$ cat config.mk
export PLATFORM = sky130hd
export DESIGN_NAME = mp2d_ctrl
export DESIGN_NICKNAME = d
export VERILOG_FILES = /design/src/mp2d_pkg.sv /design/src/mp2d_ctrl.sv
export SDC_FILE = /design/constraint.sdc
export NUM_CORES = 1
export LEC_CHECK = 0
export BUFFER_PORTS_ARGS = -buffer_cell sky130_fd_sc_hd__buf_2
export CAP_MARGIN = 5
export CORE_AREA = 2 2 39 41
export DETAILED_ROUTE_END_ITERATION = 7
export DIE_AREA = 0 0 41 43
export PLACE_DENSITY = 0.34
export REMOVE_ABC_BUFFERS = 1
export SLEW_MARGIN = 20
export SYNTH_ARGS = -nofsm -noshare
export SYNTH_HDL_FRONTEND = slang
export SYNTH_SLANG_ARGS = --single-unit
export TNS_END_PERCENT = 10
$ cat constraint.sdc
create_clock -name clock -period 1.6 [get_ports clock]
set_input_delay 0.08 -clock clock [delete_from_list [all_inputs] [get_ports clock]]
set_output_delay 0.08 -clock clock [all_outputs]
set_load 0.01 [all_outputs]
$ cat src/mp2d_pkg.sv
// Shared types and constants for the 2-D max pooling block.
package mp2d_pkg;

   localparam int MAX_KERNEL_DEF  = 8;
   localparam int MAX_WIDTH_DEF   = 1024;
   localparam int SAMPLE_BITS_DEF = 16;

   localparam int K_BITS      = 4;
   localparam int DIM_BITS    = 11;
   localparam int PLANE_BITS  = 9;
   localparam int CH_BITS     = 8;
   localparam int POS_BITS    = 10;
   localparam int IDX_BITS    = 3;
   localparam int DATA_BITS   = 11;
   localparam int PLANE_LIMIT = 256;

   localparam logic [IDX_BITS-1:0] REG_KERNEL_ROWS = 3'd0;
   localparam logic [IDX_BITS-1:0] REG_KERNEL_COLS = 3'd1;
   localparam logic [IDX_BITS-1:0] REG_STEP        = 3'd2;
   localparam logic [IDX_BITS-1:0] REG_IN_ROWS     = 3'd3;
   localparam logic [IDX_BITS-1:0] REG_IN_COLS     = 3'd4;
   localparam logic [IDX_BITS-1:0] REG_PLANE_COUNT = 3'd5;

   localparam logic [K_BITS-1:0]     RST_KERNEL = 4'd2;
   localparam logic [K_BITS-1:0]     RST_STEP   = 4'd2;
   localparam logic [DIM_BITS-1:0]   RST_DIM    = 11'd28;
   localparam logic [PLANE_BITS-1:0] RST_PLANES = 9'd1;

   typedef enum logic [1:0] {
      ST_IDLE,
      ST_READ,
      ST_LAST,
      ST_EMIT
   } state_type;

   typedef struct packed {
      logic take;
      logic rd_step;
      logic load_out;
   } ctrl_cmd_type;

   typedef struct packed {
      logic hit;
      logic rd_done;
      logic out_free;
   } ctrl_stat_type;

endpackage

$ cat src/mp2d_ctrl.sv
// Controller: sequences sample intake, window reads and result hand-off.
module mp2d_ctrl (
   input  logic                   clock,
   input  logic                   reset,
   input  logic                   req_valid,
   output logic                   req_ready,
   input  mp2d_pkg::ctrl_stat_type stat,
   output mp2d_pkg::ctrl_cmd_type  cmd
);

   mp2d_pkg::state_type state_ff, state_in;

   always_ff @(posedge clock) begin
      if (reset) begin
         state_ff <= mp2d_pkg::ST_IDLE;
      end else begin
         state_ff <= state_in;
      end
   end

   always_comb begin
      state_in = state_ff;
      unique case (state_ff)
         mp2d_pkg::ST_IDLE: begin
            if (req_valid && stat.hit) state_in = mp2d_pkg::ST_READ;
         end
         mp2d_pkg::ST_READ: begin
            if (stat.rd_done) state_in = mp2d_pkg::ST_LAST;
         end
         mp2d_pkg::ST_LAST: begin
            state_in = mp2d_pkg::ST_EMIT;
         end
         mp2d_pkg::ST_EMIT: begin
            if (stat.out_free) state_in = mp2d_pkg::ST_IDLE;
         end
         default: state_in = mp2d_pkg::ST_IDLE;
      endcase
   end

   always_comb begin
      req_ready    = 1'b0;
      cmd.take     = 1'b0;
      cmd.rd_step  = 1'b0;
      cmd.load_out = 1'b0;
      unique case (state_ff)
         mp2d_pkg::ST_IDLE: begin
            req_ready = 1'b1;
            cmd.take  = req_valid;
         end
         mp2d_pkg::ST_READ: cmd.rd_step = 1'b1;
         mp2d_pkg::ST_LAST: cmd.rd_step = 1'b0;
         mp2d_pkg::ST_EMIT: cmd.load_out = stat.out_free;
         default: req_ready = 1'b0;
      endcase
   end

endmodule

Word level (Yosys, flattened, before mapping):

Cells that the tools add are included.

* register bits after elaboration: 2
* input bits: 6
* output and inout port bits: 4
* logic and storage cells: 18

* eq/ne operators: 6
* muxes and demuxes: 8
* reductions and logical operators: 3

Operators by type and width (number)
* 2-bit one-hot mux with 4 select lines: 1
* 2-bit two-way mux: 3
* 2-bit != test (second input constant): 3
* 2-bit equality test (second input constant): 2
* 1-bit two-way mux: 4
* 3-bit AND reduction: 1
* 2-bit by 1-bit equality test with 1-bit output (second input constant): 1
* 2-bit logical NOT: 1
* 1-bit logical AND: 1

Depth between registers and ports, before layout:

* depth after elaboration: 3
* depth in mapped cells: 5
* depth with buffers taken out: 5

Worst setup path before layout:

Ideal clock, no wire load.

* path type: flip-flop to flip-flop
* start: register state_ff[1]
* end: register state_ff[0]
* library setup time: 0.059 ns
* data arrival time: 1.353 ns
* data required time: 1.541 ns
* slack: 0.187 ns
* cell stages (with the launch flop): 6
* path buffers: 0
* period minus slack after synthesis: 1.413 ns
* path through: dfxtp_1 inv_1 ha_1 nor2b_1 or4_1 nand2_1

* word-level cells in the longest chain between the ends: 3
* elaborated cells between the ends (all ways): 9
* those cells by class: eq/ne (6); mux (1); reduce/logical (2)

RTL lines
* start: declaration: RTL line mp2d_ctrl.sv:11 `mp2d_pkg::state_type state_ff, state_in;`
* start signal: assignment: RTL line mp2d_ctrl.sv:15 `state_ff <= mp2d_pkg::ST_IDLE;`
* start signal: assignment: RTL line mp2d_ctrl.sv:17 `state_ff <= state_in;`
* 2-bit by 1-bit equality test with 1-bit output (tied with other cells): RTL line mp2d_ctrl.sv:23 `unique case (state_ff)`
* 2-bit != test (no line)
* 3-bit AND reduction (no line)

Several ways; a longest one is shown, not always the timed one.
A chain may end at the register's enable or synchronous reset.

Final worst setup path:

Ends and elaborated chain as after synthesis.

==> summary.md <==
| Metric | Value |
|---|---|
| Die H | `around 43 um` |
| Finished Core Util | `0.213` |
| Crit-path max cell delay | `0.51 ns` |
| Clock transition at path regs | `approximately 0.030 ns` |
| Num Clock Sinks | `2` |
| Sequential area share after synthesis | `0.193` |
| Final hold vios | `0` |
| Vias per cell | `3.96` |
| Clk_lat worst skew | `roughly 0.22 ns` |
| Fillers | `157` |
| Layout cells sized above 1 | `0.441` |
| Skew final | `approximately 0.0028 ns` |
| TritonRoute pass-1 iters | `1` |
| Total Nets Final | `47` |
| WL per Instance | `8.30 um` |
| Worst-margin pin slew | `approximately 0.29 ns` |
| Slowest CP cell | `or4_1` |
| Largest Register | `state_ff` |
| CTS tree | `yes` |
| Worst Hold Class | `in2reg` |
| Leak | `between 0.1 and 0.15 nW` |
| Commonest cells after routing, fill and taps aside | `9 x buf_2, 5 x ha_1, 3 x inv_1, 3 x clkbuf_4` |
| Commonest non-fill, non-tap cell in the layout | `buf_2` |
| Max clock buf depth | `2` |
| Worst setup EP type | `flop` |
| Outcome | `complete, no violations` |
| Max_slew headroom | `0.803` |
| Root buffer cell | `clkbuf_4` |
| Setup tns final | `0 ns` |
| Biggest regs | `state_ff (2)` |
| Peak VDD IR | `around 0.00026 V` |
| Number of flip-flops under the largest register name | `2` |
| Congestion Overflow GR | `0` |
| Via count | `198` |
| Footprint of the multi-input gates | `between 150 and 200 um2` |
| Worst R2R Start | `state_ff[1]` |
| Storage cell area | `approximately 40 um2` |
| FMAX | `a little under 700 MHz` |
| Hold path start | `reset` |
| Final Slew Violations | `0` |
| Critical path data arrival time | `1.64 ns` |
| Mux cell area share after synthesis | `0` |
| IO Count | `10` |
| CP Launch Type | `flop` |
| CP cell instances | `inv_1 -> ha_1 -> nor2b_1 -> or4_1 -> nand2_1` |
| Final period util | `0.917` |
| I/O Buffers | `9` |
| Critical Path RT | `1.77 ns` |
| Post-Route WL | `around 420 um` |
| Adder-cell share of the synthesized area | `0.301` |
| Final Wtd Congestion | `approximately 0.65` |
| Max Cap Violations | `0` |
| First-pass GRT wire length | `approximately 660 um` |
| RSZ-0062 raised after global routing | `false` |
| Worst Setup SP | `state_ff[1]` |
| Fin crit period | `1.47 ns` |
| Die footprint | `roughly 1800 um2` |
| Post-DRT Antenna Nets | `0` |
| DRT iter0 DRCs | `0` |
| Synth Area in Compound Gates | `0.217` |
| H-tree levels | `1` |
| Hold Buf Count CTS | `0` |
| Core area | `between 1000 and 1500 um2` |
| Maximum fanout along the worst path | `4` |
| Synth Register Bits | `2` |
| Cells after Synth | `22` |
| Ant diodes | `0` |
| Largest family of logic cells by synthesized area | `adder cells` |
| Post-CTS resize count | `0` |
| CTS buffer count | `3` |
| Pwr/cell area | `approximately 1400 nW/um2` |
| Chip width | `41 um` |
| FP Rows | `14` |
| Crit Path Category | `reg2reg` |
| Initial antenna violation count | `0` |
| Vias in the first global route | `approximately 180` |
| Syn_area_per_cell | `9.44 um2` |
| Total track usage | `0.0631` |
| Post-synth cell types | `14` |
| Synth Area in Simple Gates | `0.235` |
| Area Overhead vs Synth | `42.2%` |
| Post-Synth XOR/XNOR Area | `0` |
| Endpoints failing setup | `0` |
| Drt drc | `0` |
| Largest net degree at the start of global routing | `5` |
| Post-CTS setup buffers | `0` |
| Synth warnings | `0` |
| Starting density of the core | `0.150` |
| Area of the mapped netlist | `approximately 210 um2` |
==> layer usage <==
layer / track usage / vias up / part of all wire
li1: - / 102 / -
met1: 0.0351 / 89 / 0.32
met2: 0.106 / 7 / 0.55
met3: 0.0471 / 0 / 0.13
met4: 0.0600 / 0 / 0
met5: 0 / - / 0
==> power breakdown <==
| group | leakage (nW) | internal, mW | switching (mW) | total, mW |
|---|---|---|---|---|
| clock | 0.0138 | 0.0827 | 0.0282 | 0.111 |
| combinational | 0.116 | 0.102 | 0.119 | 0.221 |
| sequential | 0.0164 | 0.0714 | 0.0220 | 0.0934 |
| total | 0.146 | 0.257 | 0.169 | 0.426 |
==> layout make-up <==
class                           count  area share
Inverter                            3      0.0381
Timing Repair Buffer                9       0.153
Clock buffer                        3      0.0763
Sequential cell                     2       0.136
Tap cell                           16      0.0678
Multi-Input combinational cell     17       0.530
==> cell usage after synthesis <==
cell type | instances | area, um2
a21boi_1 | 1 | 7.51
nor2b_1 | 1 | 6.26
and2_2 | 1 | 7.51
dfxtp_1 | 2 | 40.0
o311ai_0 | 1 | 8.76
inv_1 | 3 | 11.3
nor2b_4 | 1 | 13.8
nand2_1 | 2 | 7.51
or4_1 | 1 | 7.51
o311ai_1 | 1 | 8.76
ha_1 | 5 | 62.6
o41ai_1 | 1 | 8.76
and2_1 | 1 | 6.26
o21bai_2 | 1 | 11.3
==> final timing paths <==
check	slack [ns]	to	depth (start not counted)
worst max-delay path	0.13	state_ff[0]	5
worst min register to register	0.52	state_ff[1]	2
worst max register to register	0.13	state_ff[0]	5
worst min-delay path	0.16	state_ff[1]	4
==> metrics by stage <==
stage | area [um2] | instances | setup slack, ns | total power, mW | hold WS, ns
floorplan | 208 | 22 | 0.187 | 0.254 | 0.267
global placement | 273 | 47 | 0.101 | 0.322 | 0.408
detailed placement | 273 | 47 | 0.136 | 0.320 | 0.391
CTS | 295 | 50 | 0.122 | 0.438 | 0.154
finish | 295 | 50 | 0.132 | 0.426 | 0.157
global route | 295 | 50 | 0.0600 | 0.482 | 0.170
==> critical path, delay by kind of cell (launching register included) <==
kind / cells / cell delay [ns]
and+or+nand+nor: 3 / 0.75
buffers and inverters: 1 / 0.10
DFF: 1 / 0.37
adders and majority gates: 1 / 0.19
==> cell families after synthesis <==
group / count (synthesis)
AOI/OAI and AO/OA: 5
and+or+nand+nor: 7
DFF: 2
buffers and inverters: 3
adders and majority gates: 5
Note: power is estimated with default switching activity, not from simulation.
